--- config.mk ---
export PLATFORM = sky130hd
export DESIGN_NAME = ethernet_header_parser_top
export DESIGN_NICKNAME = d
export VERILOG_FILES = /design/src/rtl/ehp_pkg.sv /design/src/rtl/ehp_front.sv /design/src/rtl/ehp_queue.sv /design/src/rtl/ehp_back.sv /design/src/rtl/ethernet_header_parser_top.sv
export SDC_FILE = /design/constraint.sdc
export NUM_CORES = 1
export LEC_CHECK = 0
export BUFFER_PORTS_ARGS = -buffer_cell sky130_fd_sc_hd__buf_4
export CAP_MARGIN = 20
export CORE_MARGIN = 2
export CORE_UTILIZATION = 56
export DETAILED_ROUTE_END_ITERATION = 12
export PLACE_DENSITY = 0.76
export SLEW_MARGIN = 40
export SYNTH_ARGS = -nofsm -noshare
export SYNTH_HDL_FRONTEND = slang
export SYNTH_SLANG_ARGS = --single-unit
--- constraint.sdc ---
create_clock -name clk -period 8.1 [get_ports clk]
set_clock_uncertainty 0.1 [all_clocks]
set_input_delay 2.025 -clock clk [delete_from_list [all_inputs] [get_ports clk]]
set_output_delay 2.025 -clock clk [all_outputs]
set_load 0.01 [all_outputs]
--- src/rtl/ehp_pkg.sv ---
// Shared types, constants and helpers for the Ethernet header parser.
`default_nettype none

package ehp_pkg;

	localparam int unsigned MAX_FRAME_BYTES_DEF = 65535;
	localparam int unsigned QUEUE_DEPTH_DEF     = 4;

	localparam logic [15:0] TYPE_IPV4 = 16'h0800;
	localparam logic [15:0] TYPE_ARP  = 16'h0806;
	localparam logic [15:0] TYPE_IPV6 = 16'h86DD;

	localparam logic [15:0] LEN_LIMIT = 16'd1500;
	localparam logic [15:0] ARP_LEN   = 16'd28;
	localparam logic [15:0] DEST_END  = 16'd6;
	localparam logic [15:0] SRC_END   = 16'd12;
	localparam logic [15:0] TYPE_LAST = 16'd13;
	localparam logic [15:0] HDR_LEN   = 16'd14;
	localparam logic [15:0] HOLD_CNT  = 16'd3;

	localparam int NUM_PAY   = 4;
	localparam int NUM_SLOTS = NUM_PAY + 2;
	localparam int SEL_W     = $clog2(NUM_SLOTS);
	localparam int SLOT_HDR  = 0;
	localparam int SLOT_PAY0 = 1;
	localparam int SLOT_STAT = NUM_SLOTS - 1;

	typedef enum logic [1:0] {
		KIND_HEADER  = 2'd0,
		KIND_PAYLOAD = 2'd1,
		KIND_STATUS  = 2'd2
	} kind_t;

	typedef enum logic [1:0] {
		ST_OK    = 2'd0,
		ST_SHORT = 2'd1,
		ST_TRUNC = 2'd2,
		ST_UNSUP = 2'd3
	} status_t;

	typedef struct packed {
		logic [NUM_SLOTS-1:0]      slot_v;
		logic [47:0]               dest;
		logic [47:0]               src;
		logic [15:0]               etype;
		logic [NUM_PAY-1:0][7:0]   pay;
		logic [NUM_PAY-1:0]        pay_last;
		status_t                   status;
	} cmd_t;

	function automatic logic type_supported(input logic [15:0] t);
		return (t <= LEN_LIMIT) || (t == TYPE_IPV4) || (t == TYPE_ARP) || (t == TYPE_IPV6);
	endfunction

endpackage

`default_nettype wire

--- src/rtl/ehp_front.sv ---
// Front end: accepts frame bytes, tracks header and length, builds result commands.
`default_nettype none

module ehp_front import ehp_pkg::*; #(
	parameter int unsigned MAX_FRAME_BYTES = MAX_FRAME_BYTES_DEF
) (
	input  wire logic       clk,
	input  wire logic       arst_n,
	input  wire logic       in_valid,
	output logic            in_ready,
	input  wire logic [7:0] data_byte,
	input  wire logic       frame_end,
	output logic            push_valid,
	input  wire logic       push_ready,
	output cmd_t            cmd
);

	logic [15:0] pos_q, pos_n;
	logic [47:0] dest_q, dest_n;
	logic [47:0] src_q, src_n;
	logic [15:0] type_q, type_n;
	logic [15:0] len_q, len_n;
	logic [15:0] sent_q, sent_n;
	logic        known_q, known_n;
	logic [7:0]  held_q [3];

	logic                    active;
	logic                    accept;
	logic [15:0]             p;
	logic                    hold_wr;
	logic [NUM_PAY-1:0][7:0] cand;
	logic [1:0]              last_idx;
	logic                    any_pay;

	assign active   = pos_q < 16'(MAX_FRAME_BYTES);
	assign p        = pos_q - HDR_LEN;
	assign in_ready = push_ready;
	assign accept   = in_valid && in_ready;
	assign hold_wr  = active && (pos_q >= HDR_LEN) && !known_q && (p < HOLD_CNT);
	assign cand     = {data_byte, held_q[2], held_q[1], held_q[0]};

	always_comb begin
		pos_n    = pos_q;
		dest_n   = dest_q;
		src_n    = src_q;
		type_n   = type_q;
		len_n    = len_q;
		sent_n   = sent_q;
		known_n  = known_q;
		cmd      = '0;
		last_idx = '0;
		any_pay  = 1'b0;
		if (active) begin
			pos_n = pos_q + 16'd1;
			if (pos_q < DEST_END) begin
				dest_n = {dest_q[39:0], data_byte};
			end else if (pos_q < SRC_END) begin
				src_n = {src_q[39:0], data_byte};
			end else if (pos_q < HDR_LEN) begin
				type_n = {type_q[7:0], data_byte};
				if (pos_q == TYPE_LAST) begin
					if (type_n <= LEN_LIMIT) begin
						len_n   = type_n;
						known_n = 1'b1;
					end else if (type_n == TYPE_IPV4) begin
						len_n   = '0;
						known_n = 1'b0;
					end else if (type_n == TYPE_ARP) begin
						len_n   = ARP_LEN;
						known_n = 1'b1;
					end else begin
						len_n   = '0;
						known_n = 1'b1;
					end
					cmd.slot_v[SLOT_HDR] = 1'b1;
					cmd.dest             = dest_q;
					cmd.src              = src_q;
					cmd.etype            = type_n;
				end
			end else if (!known_q) begin
				if (p == HOLD_CNT) begin
					len_n   = {held_q[2], data_byte};
					known_n = 1'b1;
					for (int i = 0; i < NUM_PAY; i++) begin
						if (16'(i) < len_n) begin
							cmd.slot_v[SLOT_PAY0+i] = 1'b1;
							cmd.pay[i]              = cand[i];
							cmd.pay_last[i]         = (16'(i + 1) == len_n);
						end
					end
					sent_n = sent_q + 16'($countones(cmd.slot_v[SLOT_PAY0 +: NUM_PAY]));
				end
			end else if (p < len_q) begin
				cmd.slot_v[SLOT_PAY0] = 1'b1;
				cmd.pay[0]            = data_byte;
				cmd.pay_last[0]       = (p + 16'd1 == len_q);
				sent_n                = sent_q + 16'd1;
			end
		end
		if (frame_end) begin
			for (int i = 0; i < NUM_PAY; i++) begin
				if (cmd.slot_v[SLOT_PAY0+i]) begin
					last_idx = 2'(i);
					any_pay  = 1'b1;
				end
			end
			if (any_pay) begin
				cmd.pay_last[last_idx] = 1'b1;
			end
			if (pos_n < HDR_LEN) begin
				cmd.status = ST_SHORT;
			end else if (!type_supported(type_n)) begin
				cmd.status = ST_UNSUP;
			end else if (!known_n || (sent_n < len_n)) begin
				cmd.status = ST_TRUNC;
			end else begin
				cmd.status = ST_OK;
			end
			cmd.slot_v[SLOT_STAT] = 1'b1;
			pos_n   = '0;
			dest_n  = '0;
			src_n   = '0;
			type_n  = '0;
			len_n   = '0;
			sent_n  = '0;
			known_n = 1'b0;
		end
	end

	assign push_valid = in_valid && (|cmd.slot_v);

	always_ff @(posedge clk or negedge arst_n) begin
		if (!arst_n) begin
			pos_q   <= '0;
			dest_q  <= '0;
			src_q   <= '0;
			type_q  <= '0;
			len_q   <= '0;
			sent_q  <= '0;
			known_q <= 1'b0;
		end else if (accept) begin
			pos_q   <= pos_n;
			dest_q  <= dest_n;
			src_q   <= src_n;
			type_q  <= type_n;
			len_q   <= len_n;
			sent_q  <= sent_n;
			known_q <= known_n;
		end
	end

	always_ff @(posedge clk) begin
		if (accept && hold_wr) begin
			held_q[p[1:0]] <= data_byte;
		end
	end

	a_hdr_clean: assert property (@(posedge clk) disable iff (!arst_n)
		(pos_q < HDR_LEN) |-> (sent_q == 16'd0 && !known_q && len_q == 16'd0))
		else $error("frame state set before header completed");

	a_hdr_no_pay: assert property (@(posedge clk) disable iff (!arst_n)
		in_valid |-> !(cmd.slot_v[SLOT_HDR] && (|cmd.slot_v[SLOT_PAY0 +: NUM_PAY])))
		else $error("header and payload in one command");

endmodule

`default_nettype wire

--- src/rtl/ehp_queue.sv ---
// Command queue between the front end and the result sequencer.
`default_nettype none

module ehp_queue import ehp_pkg::*; #(
	parameter int unsigned DEPTH = QUEUE_DEPTH_DEF
) (
	input  wire logic clk,
	input  wire logic arst_n,
	input  wire logic push_valid,
	output logic      push_ready,
	input  cmd_t      push_data,
	output logic      pop_valid,
	input  wire logic pop,
	output cmd_t      pop_data
);

	localparam int PTR_W = $clog2(DEPTH);
	localparam int CNT_W = $clog2(DEPTH + 1);

	cmd_t             mem_q [DEPTH];
	logic [PTR_W-1:0] wr_ptr_q;
	logic [PTR_W-1:0] rd_ptr_q;
	logic [CNT_W-1:0] count_q;
	logic             push;

	assign push_ready = count_q != CNT_W'(DEPTH);
	assign pop_valid  = count_q != '0;
	assign push       = push_valid && push_ready;
	assign pop_data   = mem_q[rd_ptr_q];

	always_ff @(posedge clk or negedge arst_n) begin
		if (!arst_n) begin
			wr_ptr_q <= '0;
			rd_ptr_q <= '0;
			count_q  <= '0;
		end else begin
			if (push) begin
				wr_ptr_q <= (wr_ptr_q == PTR_W'(DEPTH - 1)) ? '0 : wr_ptr_q + PTR_W'(1);
			end
			if (pop) begin
				rd_ptr_q <= (rd_ptr_q == PTR_W'(DEPTH - 1)) ? '0 : rd_ptr_q + PTR_W'(1);
			end
			if (push && !pop) begin
				count_q <= count_q + CNT_W'(1);
			end else if (pop && !push) begin
				count_q <= count_q - CNT_W'(1);
			end
		end
	end

	always_ff @(posedge clk) begin
		if (push) begin
			mem_q[wr_ptr_q] <= push_data;
		end
	end

	a_count_bound: assert property (@(posedge clk) disable iff (!arst_n)
		count_q <= CNT_W'(DEPTH))
		else $error("queue count overflow");

	a_pop_nonempty: assert property (@(posedge clk) disable iff (!arst_n)
		pop |-> (count_q != '0))
		else $error("pop from empty queue");

endmodule

`default_nettype wire

--- src/rtl/ehp_back.sv ---
// Back end: walks each queued command and issues its results one per cycle while out_ready does not stall the output.
`default_nettype none

module ehp_back import ehp_pkg::*; (
	input  wire logic   clk,
	input  wire logic   arst_n,
	input  cmd_t        head,
	input  wire logic   head_valid,
	output logic        pop,
	output logic        out_valid,
	input  wire logic   out_ready,
	output logic [1:0]  kind,
	output logic [47:0] dest_addr,
	output logic [47:0] src_addr,
	output logic [15:0] type_field,
	output logic [7:0]  payload_byte,
	output logic        payload_last,
	output logic [1:0]  status,
	output logic        run_last
);

	logic [NUM_SLOTS-1:0] done_q;
	logic [NUM_SLOTS-1:0] remaining;
	logic [NUM_SLOTS-1:0] pick;
	logic [SEL_W-1:0]     sel;
	logic [1:0]           pidx;
	logic                 is_final;
	logic                 load;

	logic                 out_valid_q;
	kind_t                kind_q;
	logic [47:0]          dest_q;
	logic [47:0]          src_q;
	logic [15:0]          type_q;
	logic [7:0]           pay_q;
	logic                 pay_last_q;
	status_t              status_q;
	logic                 run_last_q;

	always_comb begin
		remaining = head.slot_v & ~done_q;
		sel       = '0;
		for (int i = NUM_SLOTS - 1; i >= 0; i--) begin
			if (remaining[i]) begin
				sel = SEL_W'(i);
			end
		end
		pick     = NUM_SLOTS'(1) << sel;
		is_final = (remaining & ~pick) == '0;
		pidx     = 2'(sel - SEL_W'(SLOT_PAY0));
	end

	assign load = head_valid && (!out_valid_q || out_ready);
	assign pop  = load && is_final;

	always_ff @(posedge clk or negedge arst_n) begin
		if (!arst_n) begin
			out_valid_q <= 1'b0;
			done_q      <= '0;
		end else begin
			if (load) begin
				out_valid_q <= 1'b1;
				done_q      <= is_final ? '0 : (done_q | pick);
			end else if (out_ready) begin
				out_valid_q <= 1'b0;
			end
		end
	end

	always_ff @(posedge clk) begin
		if (load) begin
			run_last_q <= is_final;
			dest_q     <= '0;
			src_q      <= '0;
			type_q     <= '0;
			pay_q      <= '0;
			pay_last_q <= 1'b0;
			status_q   <= ST_OK;
			if (sel == SEL_W'(SLOT_HDR)) begin
				kind_q <= KIND_HEADER;
				dest_q <= head.dest;
				src_q  <= head.src;
				type_q <= head.etype;
			end else if (sel == SEL_W'(SLOT_STAT)) begin
				kind_q   <= KIND_STATUS;
				status_q <= head.status;
			end else begin
				kind_q     <= KIND_PAYLOAD;
				pay_q      <= head.pay[pidx];
				pay_last_q <= head.pay_last[pidx];
			end
		end
	end

	assign out_valid    = out_valid_q;
	assign kind         = kind_q;
	assign dest_addr    = dest_q;
	assign src_addr     = src_q;
	assign type_field   = type_q;
	assign payload_byte = pay_q;
	assign payload_last = pay_last_q;
	assign status       = status_q;
	assign run_last     = run_last_q;

	a_idle_done_clear: assert property (@(posedge clk) disable iff (!arst_n)
		!head_valid |-> (done_q == '0))
		else $error("progress mask left without a command");

	a_done_subset: assert property (@(posedge clk) disable iff (!arst_n)
		head_valid |-> ((done_q & ~head.slot_v) == '0 && remaining != '0))
		else $error("progress mask out of step with command");

endmodule

`default_nettype wire

--- src/rtl/ethernet_header_parser_top.sv ---
// Top level of the Ethernet II header parser: front end, command queue, result sequencer.
// Each result is registered in the command queue and then in the sequencer's output register.
// Throughput: one byte per cycle while each byte causes at most one result
// and the queue has room; a byte can cause up to five results, and the queue absorbs bursts.
// Reset (arst_n low) clears frame state, the queue count and the output valid flag at once.
`default_nettype none

module ethernet_header_parser_top import ehp_pkg::*; #(
	parameter int unsigned MAX_FRAME_BYTES = MAX_FRAME_BYTES_DEF,
	parameter int unsigned QUEUE_DEPTH     = QUEUE_DEPTH_DEF
) (
	input  wire logic       clk,
	input  wire logic       arst_n,
	input  wire logic       in_valid,
	output logic            in_ready,
	input  wire logic [7:0] data_byte,
	input  wire logic       frame_end,
	output logic            out_valid,
	input  wire logic       out_ready,
	output logic [1:0]      kind,
	output logic [47:0]     dest_addr,
	output logic [47:0]     src_addr,
	output logic [15:0]     type_field,
	output logic [7:0]      payload_byte,
	output logic            payload_last,
	output logic [1:0]      status,
	output logic            run_last
);

	cmd_t push_cmd;
	cmd_t head_cmd;
	logic push_valid;
	logic push_ready;
	logic head_valid;
	logic pop;

	ehp_front #(
		.MAX_FRAME_BYTES(MAX_FRAME_BYTES)
	) u_front (
		.clk       (clk),
		.arst_n    (arst_n),
		.in_valid  (in_valid),
		.in_ready  (in_ready),
		.data_byte (data_byte),
		.frame_end (frame_end),
		.push_valid(push_valid),
		.push_ready(push_ready),
		.cmd       (push_cmd)
	);

	ehp_queue #(
		.DEPTH(QUEUE_DEPTH)
	) u_queue (
		.clk       (clk),
		.arst_n    (arst_n),
		.push_valid(push_valid),
		.push_ready(push_ready),
		.push_data (push_cmd),
		.pop_valid (head_valid),
		.pop       (pop),
		.pop_data  (head_cmd)
	);

	ehp_back u_back (
		.clk         (clk),
		.arst_n      (arst_n),
		.head        (head_cmd),
		.head_valid  (head_valid),
		.pop         (pop),
		.out_valid   (out_valid),
		.out_ready   (out_ready),
		.kind        (kind),
		.dest_addr   (dest_addr),
		.src_addr    (src_addr),
		.type_field  (type_field),
		.payload_byte(payload_byte),
		.payload_last(payload_last),
		.status      (status),
		.run_last    (run_last)
	);

endmodule

`default_nettype wire
==> results of run 1 <==
[kinds of logic (layout without fill, tap and decap cells)]
group | count (synthesis) | in the layout | synth area share
mux | 185 | 185 | 0.0976
simple gates | 778 | 778 | 0.101
buf+inv | 247 | 442 | 0.0243
xor+xnor | 49 | 49 | 0.0115
fa+ha+maj | 56 | 56 | 0.0182
compound gates | 381 | 381 | 0.0609
flops | 949 | 949 | 0.687
[cell type report]
class,instances,area [µm²],share of cell area
timing repair buffer,189,1630,0.0356
tap,950,1190,0.0260
multi-input combinational,1449,11700,0.256
clock inverter,57,626,0.0137
inverter,74,278,0.00608
sequential,949,27600,0.605
clock buffer,122,2660,0.0583
[layer usage]
layer | GRT usage | wire [µm] | vias to the layer above
met5 | 0 | 0 | -
met4 | 0.0949 | 3210 | 0
met3 | 0.0335 | 5400 | 191
met2 | 0.422 | 46800 | 928
met1 | 0.347 | 37500 | 12100
li1 | - | - | 10300
[layout by cell type, fill, tap and decap left out, types with 9 or more instances in the layout]
cell / netlist / final
a32o_1: 9 / 9
and3_1: 127 / 127
xor2_1: 17 / 17
a22oi_1: 23 / 23
clkinv_2: 0 / 18
edfxtp_1: 774 / 774
nor2b_1: 12 / 12
o31ai_1: 10 / 10
o21ai_0: 147 / 147
nor4_1: 16 / 16
dfrtp_1: 175 / 173
ha_1: 52 / 51
nor2_1: 81 / 80
buf_4: 2 / 167
nand3_1: 42 / 42
bufinv_16: 0 / 11
buf_12: 0 / 11
nand2_1: 255 / 253
inv_1: 73 / 71
clkbuf_1: 133 / 12
clkbuf_8: 0 / 15
xnor2_1: 29 / 29
a31oi_1: 12 / 12
mux4_2: 165 / 165
mux2i_1: 13 / 13
clkbuf_16: 0 / 98
a21o_1: 9 / 9
a21oi_1: 56 / 55
clkinv_1: 1 / 16
nor3_1: 26 / 25
o211ai_1: 9 / 9
and2_1: 151 / 147
o22ai_1: 24 / 24
nand4_1: 17 / 17
[state kept, by name (all words and copies together), names as in the netlist, 24 cells and up]
name,cells
u_back.dest_addr,48
u_front.held_q,24
u_queue.mem_q,624
u_front.src_q,48
u_back.src_addr,48
u_front.dest_q,48
[worst min-delay path by stage]
stage	start	endpoint	slack, ns	cells after the start
after CTS	u_front.src_q[47]	u_front.src_q[47]	0.39	2
after floorplan	u_front.dest_q[40]	u_front.dest_q[40]	0.34	2
after global routing	u_front.dest_q[44]	u_front.dest_q[44]	0.41	2
after detailed placement	u_front.dest_q[42]	u_front.dest_q[42]	0.37	2
after global placement	u_front.dest_q[40]	u_front.dest_q[40]	0.36	2
final	u_front.src_q[47]	u_front.src_q[47]	0.38	2
[worst reg2reg max path, stage by stage (launching register included)]
cell and delay, ns:
dfrtp_1 0.57, nor4_1 0.70, nand4_1 0.19, xor2_1 0.51, o21ai_1 0.38, nor3_2 0.68
buf_4 0.42, and2_1 0.37, o21ai_0 0.29, ha_1 0.37, a41oi_1 0.21, o21ai_0 0.14
a21o_1 0.20, a21oi_1 0.15, nor2b_1 0.06, o21ai_0 0.14, nand2_1 0.06, a221oi_1 0.38
buf_4 0.19
[power by group]
| part | internal (mW) | switching, mW | total, mW |
|---|---|---|---|
| clock | 2.69 | 1.85 | 4.54 |
| combinational | 1.81 | 2.22 | 4.03 |
| sequential | 6.25 | 0.373 | 6.62 |
| total | 10.7 | 4.45 | 15.2 |
[stage by stage]
step / hold slack [ns] / total power, mW / setup WS, ns / utilization
after floorplan: 0.342 / 9.27 / 0.365 / -
after global placement: 0.362 / 10.7 / 0.257 / 0.592
after detailed placement: 0.368 / 10.8 / 0.199 / 0.593
after CTS: 0.385 / 15.3 / 0.870 / 0.639
after global routing: 0.407 / 15.8 / 0.310 / 0.640
final: 0.382 / 15.2 / 0.876 / 0.640
==> impl_results.md, run 1 <==
- Worst Hold Class: flop to flop
- Worst path top cell family by delay: compound AO/OA/AOI/OAI gates
- Worst path bufs/invs: 7
- Clock latency on the worst-skew pair: between 0.6 and 0.7 ns
- Synthesized area per cell: 15.2 µm²
- Cell Count, Final, Fillers Out: around 3,800
- CP Max Fanout: 9
- Final period util: 0.892
- Leading post-synthesis cells by cell area: edfxtp_1 58%, dfrtp_1 11%, mux4_2 9.2%, nand2_1 2.4%, and2_1 2.3%
- Largest net degree at the start of global routing: 131
- Std cell rows: 98
- Post-layout nets: 2,827
- End of the worst register-to-register path: u_queue.mem_q[0][1]
- Antenna Cells: 0
- Reg2reg path depth: 18
- Critical Path End: u_queue.mem_q[0][1]
- Post-CTS setup buffer count: 0
- Worst setup SP type: input pin
- Placer Congestion: just over 0.9
- Initial antenna violation count: 1
- Outcome: complete, no violations
- Ys Warns: 0
- DP Cell Count: 3,607
- Num ports: approximately 140
- Top cells by count, synth: 774 x edfxtp_1, 255 x nand2_1, 175 x dfrtp_1
- P per Cell Area: 333 nW/µm²
- Cell count along the critical path: 28
- CP Launch Point: data_byte[5]
- Setup CP Type: input pin to flop
- Clock Tree Buf Depth: 3
- Routed vias: approximately 24,000
- Die span in y: 272 µm
- Yosys cell types: 92
- R2R Setup Slk: 1.88 ns
- H-tree depth: 3
- CTS tree: built
- PortBufs: 140
- Final TNS setup: 0 ns
- Syn_nets: around 2,700
- CP dominant cell by count: inv_1
- Normalized max-slew margin: 0.433
- Die area: 74,000 µm²
- Final WL: ~93,000 µm
- Hold Vio Cnt, Final: 0
- Yosys top cell by area: edfxtp_1
- Root Buffer: clkbuf_16
- FMAX: roughly 140 MHz
- Total grt overflow: 0
- Synthesized area: around 40,000 µm²
- Final setup viols: 0
- CP peak stage delay: 0.53 ns
- Gr usage total: 0.254
- Initial DRC count: 2,435
- RSZ-0062 raised after global routing: no
- Post-CTS sizing: 0
- DR vias/cell: 6.21
- Min cycle time layout: between 7 and 8 ns
- Initial core utilization: 0.564
- Slowest cell on the critical path: or4_1
- Filler cells: 4,935
- Yosys reg bits: 949
- Worst setup EP type: flop
- Post-Synthesis Cells: 2,645
- WP data arrival: roughly 7.7 ns
- First-pass GRT wire length: about 140,000 µm
- Max-cap viol count: 0
- Area grow syn2layout: 13.6%
- Routed len/inst: 24.5 µm
- Part of the Yosys area used for sequential elements: 0.687
- Share of the synthesized area in the top cell type: 0.578
- Crit path required time: 8.52 ns
- Critical R2R Launch: u_front.pos_q[11]
- Async set-reset flop share out of synthesis: 0.184
- Share of cells above drive strength 1: 0.195
- Post-route DRC violation count: 0
- Post-DP Area: 42,300 µm²
- Total CTS buffers: 95
- Maximum vdd ir drop: between 0.3 and 0.4 mV
- Top-count cell post-synth: edfxtp_1
- Worst-path clk slew: 0.06 ns
- Most used flip-flop cell after synthesis: edfxtp_1
- Leakage: roughly 17 nW
- DRT Pass-1 Iters: 6
- Vias in the first global route: 24,000
- # clock sinks: approximately 950
- HPWL Detailed: 56,000 µm
- EDFF count, synth: about 770
- Cts hold-fix bufs: 0
- Post-route cell area: 45,700 µm²
- Core ar.: 71,400 µm²
- Least-Margin Pin Slew: 0.850 ns
- Die Wd: 272 µm
- Pins Over Slew Limit: 0
- Final ANT Viol Nets: 0
Power figures use the tool's default switching activity.
==> run 2: changes to the inputs <==
--- a/config.mk
+++ b/config.mk
@@ -5,6 +5,7 @@
 export SDC_FILE = /design/constraint.sdc
 export NUM_CORES = 1
 export LEC_CHECK = 0
+export ABC_AREA = 1
 export BUFFER_PORTS_ARGS = -buffer_cell sky130_fd_sc_hd__buf_4
 export CAP_MARGIN = 20
 export CORE_MARGIN = 2
==> run 2 against run 1 <==
Against the previous run:
- combinational power up 15%
- flip-flop and latch count unchanged
- critical path type unchanged
- via count up 16%
- cell count up 23%
- setup slack better by 0.50 ns
==> impl_results.md, run 2 <==
- Normalized max-slew margin: 0.433
- Vias in the first global route: roughly 26,000
- Initial antenna violation count: 0
- Worst setup EP type: flop
- Pins Over Slew Limit: 0
- Antenna Cells: 0
- DRT Pass-1 Iters: 6
- Post-route cell area: 45,300 µm²
- Part of the Yosys area used for sequential elements: 0.691
- Yosys cell types: 53
- Commonest non-fill, non-tap cell in the layout: nor2_1
- Filler cells: 4,986
- Final Hold Slack: 0.384 ns
- Leakage: 17.0 nW
- Num ports: 141
- Outcome: complete, no violations
- End of the worst register-to-register path: u_queue.mem_q[0][98]
- Max-cap viol count: 0
- Synthesized area per cell: 11.3 µm²
- Synthesized area: 39,900 µm²
- Setup CP Type: input pin to flop
- DP Cell Count: 4,479
- Placer Congestion: roughly 0.95
- Slowest cell on the critical path: nor4_1
- Final Util: 0.644
- FMAX: 149 MHz
- Max reg flops: 624
- R2R Setup Slk: slightly above 2 ns
- P per Cell Area: 350 nW/µm²
- # clock sinks: 949
- Worst setup SP type: input pin
- Die Wd: 271 µm
- Yosys reg bits: 949
- Share of the synthesized area in the top cell type: 0.582
- Worst path top cell family by delay: simple AND/OR/NAND/NOR gates
- WP data arrival: 7.07 ns
- Final setup viols: 0
- Area grow syn2layout: 13.4%
- Reg with most FFs: u_queue.mem_q
- Final ANT Viol Nets: 0
- First-pass GRT wire length: 149,000 µm
- DR vias/cell: 5.85
- Most frequent cells in the layout: 782 x nor2_1, 774 x edfxtp_1, 464 x o21ai_0, 280 x inv_1, 212 x nand2_1
- Post-CTS sizing: 0
- CP dominant cell by count: inv_1
- Post-CTS setup buffer count: 0
- Clock latency on the worst-skew pair: 0.65 ns
- Leading post-synthesis cells by cell area: edfxtp_1 58%, dfrtp_1 11%, nor2_1 7.4%, o21ai_0 5.8%, inv_1 2.6%
- Yosys top cell by area: edfxtp_1
- Routed len/inst: 20.6 µm
- Total CTS buffers: 95
- RSZ-0062 raised after global routing: no
- Final WL: between 90,000 and 100,000 µm
- Cts hold-fix bufs: 0
- Core ar.: 70,300 µm²
- Pre-CTS setup slack: 0.860 ns
- Post-DP Area: between 40,000 and 50,000 µm²
- CP peak stage delay: roughly 0.44 ns
- Least-Margin Pin Slew: ~0.85 ns
- Initial core utilization: 0.568
- Hold path depth: 2
- Cell Count, Final, Fillers Out: 4,661
- EDFF count, synth: 774
- Post-route DRC violation count: 0
- Min-delay src: u_front.type_q[13]
- HPWL Detailed: 56,800 µm
- Maximum vdd ir drop: 0.334 mV
- Worst-path clk slew: 0.06 ns
- Reg2reg path depth: 19
- Cell count along the critical path: 26
- Final worst setup slack: between 1 and 1.5 ns
- Ys Warns: 0
- Root Buffer: clkbuf_16
- Hold Vio Cnt, Final: 0
- Worst path bufs/invs: 7
- PortBufs: 140
- CP Max Fanout: 9
- Die area: 73,500 µm²
- Final period util: 0.830
- Total grt overflow: 0
- Top cells by count, synth: 788 x nor2_1, 774 x edfxtp_1, 464 x o21ai_0
- Largest net degree at the start of global routing: ~190
- Share of cells above drive strength 1: 0.105
- Post-layout nets: 3,707
- Hold Crit Endpoint: u_front.type_q[13]
- Crit path required time: 8.44 ns
- Critical R2R Launch: u_front.pos_q[2]
- Top-count cell post-synth: nor2_1
- Gr usage total: 0.261
- Reg area: 27,600 µm²
- Die span in y: 271 µm
- Post-Synthesis Cells: 3,547
- Clock Tree Buf Depth: 3
- Worst Hold Class: flop to flop
- Multi-input logic area: 10,500 µm²
- CTS tree: built
- Async set-reset flop share out of synthesis: 0.184
- Initial DRC count: 3,170
- Std cell rows: 97
- Syn_nets: 3,616
- Most used flip-flop cell after synthesis: edfxtp_1
- Min cycle time layout: 6.73 ns
- Routed vias: 27,300
- H-tree depth: 3
run 2: changes by cell type in the layout (fill, tap and decap cells not counted), moves of 36 or more:
cell	change
and2_1	-147
nand3_1	+104
o221ai_1	+36
a21oi_1	+106
o21ai_0	+317
mux4_2	-165
inv_1	+209
and3_1	-127
nor2_1	+702
nand2_1	-41
run 2: worst max-delay path by stage:
| stage | start | to |
|---|---|---|
| after floorplan | data_byte[0] | u_queue.mem_q[0][0] |
| after detailed placement | data_byte[7] | u_queue.mem_q[2][1] |
| after global routing | data_byte[7] | u_queue.mem_q[2][1] |
| after global placement | data_byte[7] | u_queue.mem_q[1][1] |
| after CTS | data_byte[7] | u_queue.mem_q[2][1] |
| final | data_byte[7] | u_queue.mem_q[2][1] |
run 2: routing by layer:
layer  up-vias  global-route usage  routed length (µm)  share of wire
met5         -                   0                   0              0
met4         0              0.0925                2840          0.030
met3       175              0.0431                7670          0.080
met2      1181               0.429               46700           0.49
met1     13400               0.354               39000           0.41
li1      12500                   -                   -              -
run 2: logic make-up after synthesis:
logic type	Yosys count	synth area share
AND/OR/NAND/NOR	1230	0.127
flip-flops	949	0.691
AO/OA/AOI/OAI	781	0.107
buffers and inverters	489	0.0471
adder cells (fa/ha/maj)	56	0.0183
XOR/XNOR	42	0.00921
run 2: final cells by class:
type | count | area share
sequential | 949 | 0.610
multi-input combinational | 2109 | 0.232
clock buffer | 125 | 0.0584
timing repair buffer | 177 | 0.0318
tap | 940 | 0.0260
inverter | 306 | 0.0258
clock inverter | 55 | 0.0155
run 2: worst reg2reg max path, stage by stage (launching register included):
cell	delay, ns
dfrtp_1	0.48
ha_1	0.26
nand2_1	0.13
nand2_2	0.13
nor2_4	0.17
xor2_1	0.37
inv_1	0.14
ha_1	0.33
a21oi_1	0.15
o21a_1	0.13
o21ai_0	0.11
nand2_1	0.10
nand3_1	0.19
inv_1	0.40
o21ai_1	0.23
nand3_1	0.14
nand2_1	0.26
nor2_4	0.57
buf_4	0.65
buf_4	0.63
run 2: where the power goes:
group	internal [mW]	switching, mW	total (mW)
Combinational	1.39	3.24	4.62
Clock	2.77	1.84	4.61
Sequential	6.27	0.365	6.64
Total	10.4	5.44	15.9
run 2: per-stage QoR:
step                total power, mW  setup TNS (ns)
floorplan                      9.52        -1392.86
global placement               11.2               0
detailed placement             11.3               0
CTS                            15.9               0
global route                   16.6               0
finish                         15.9               0
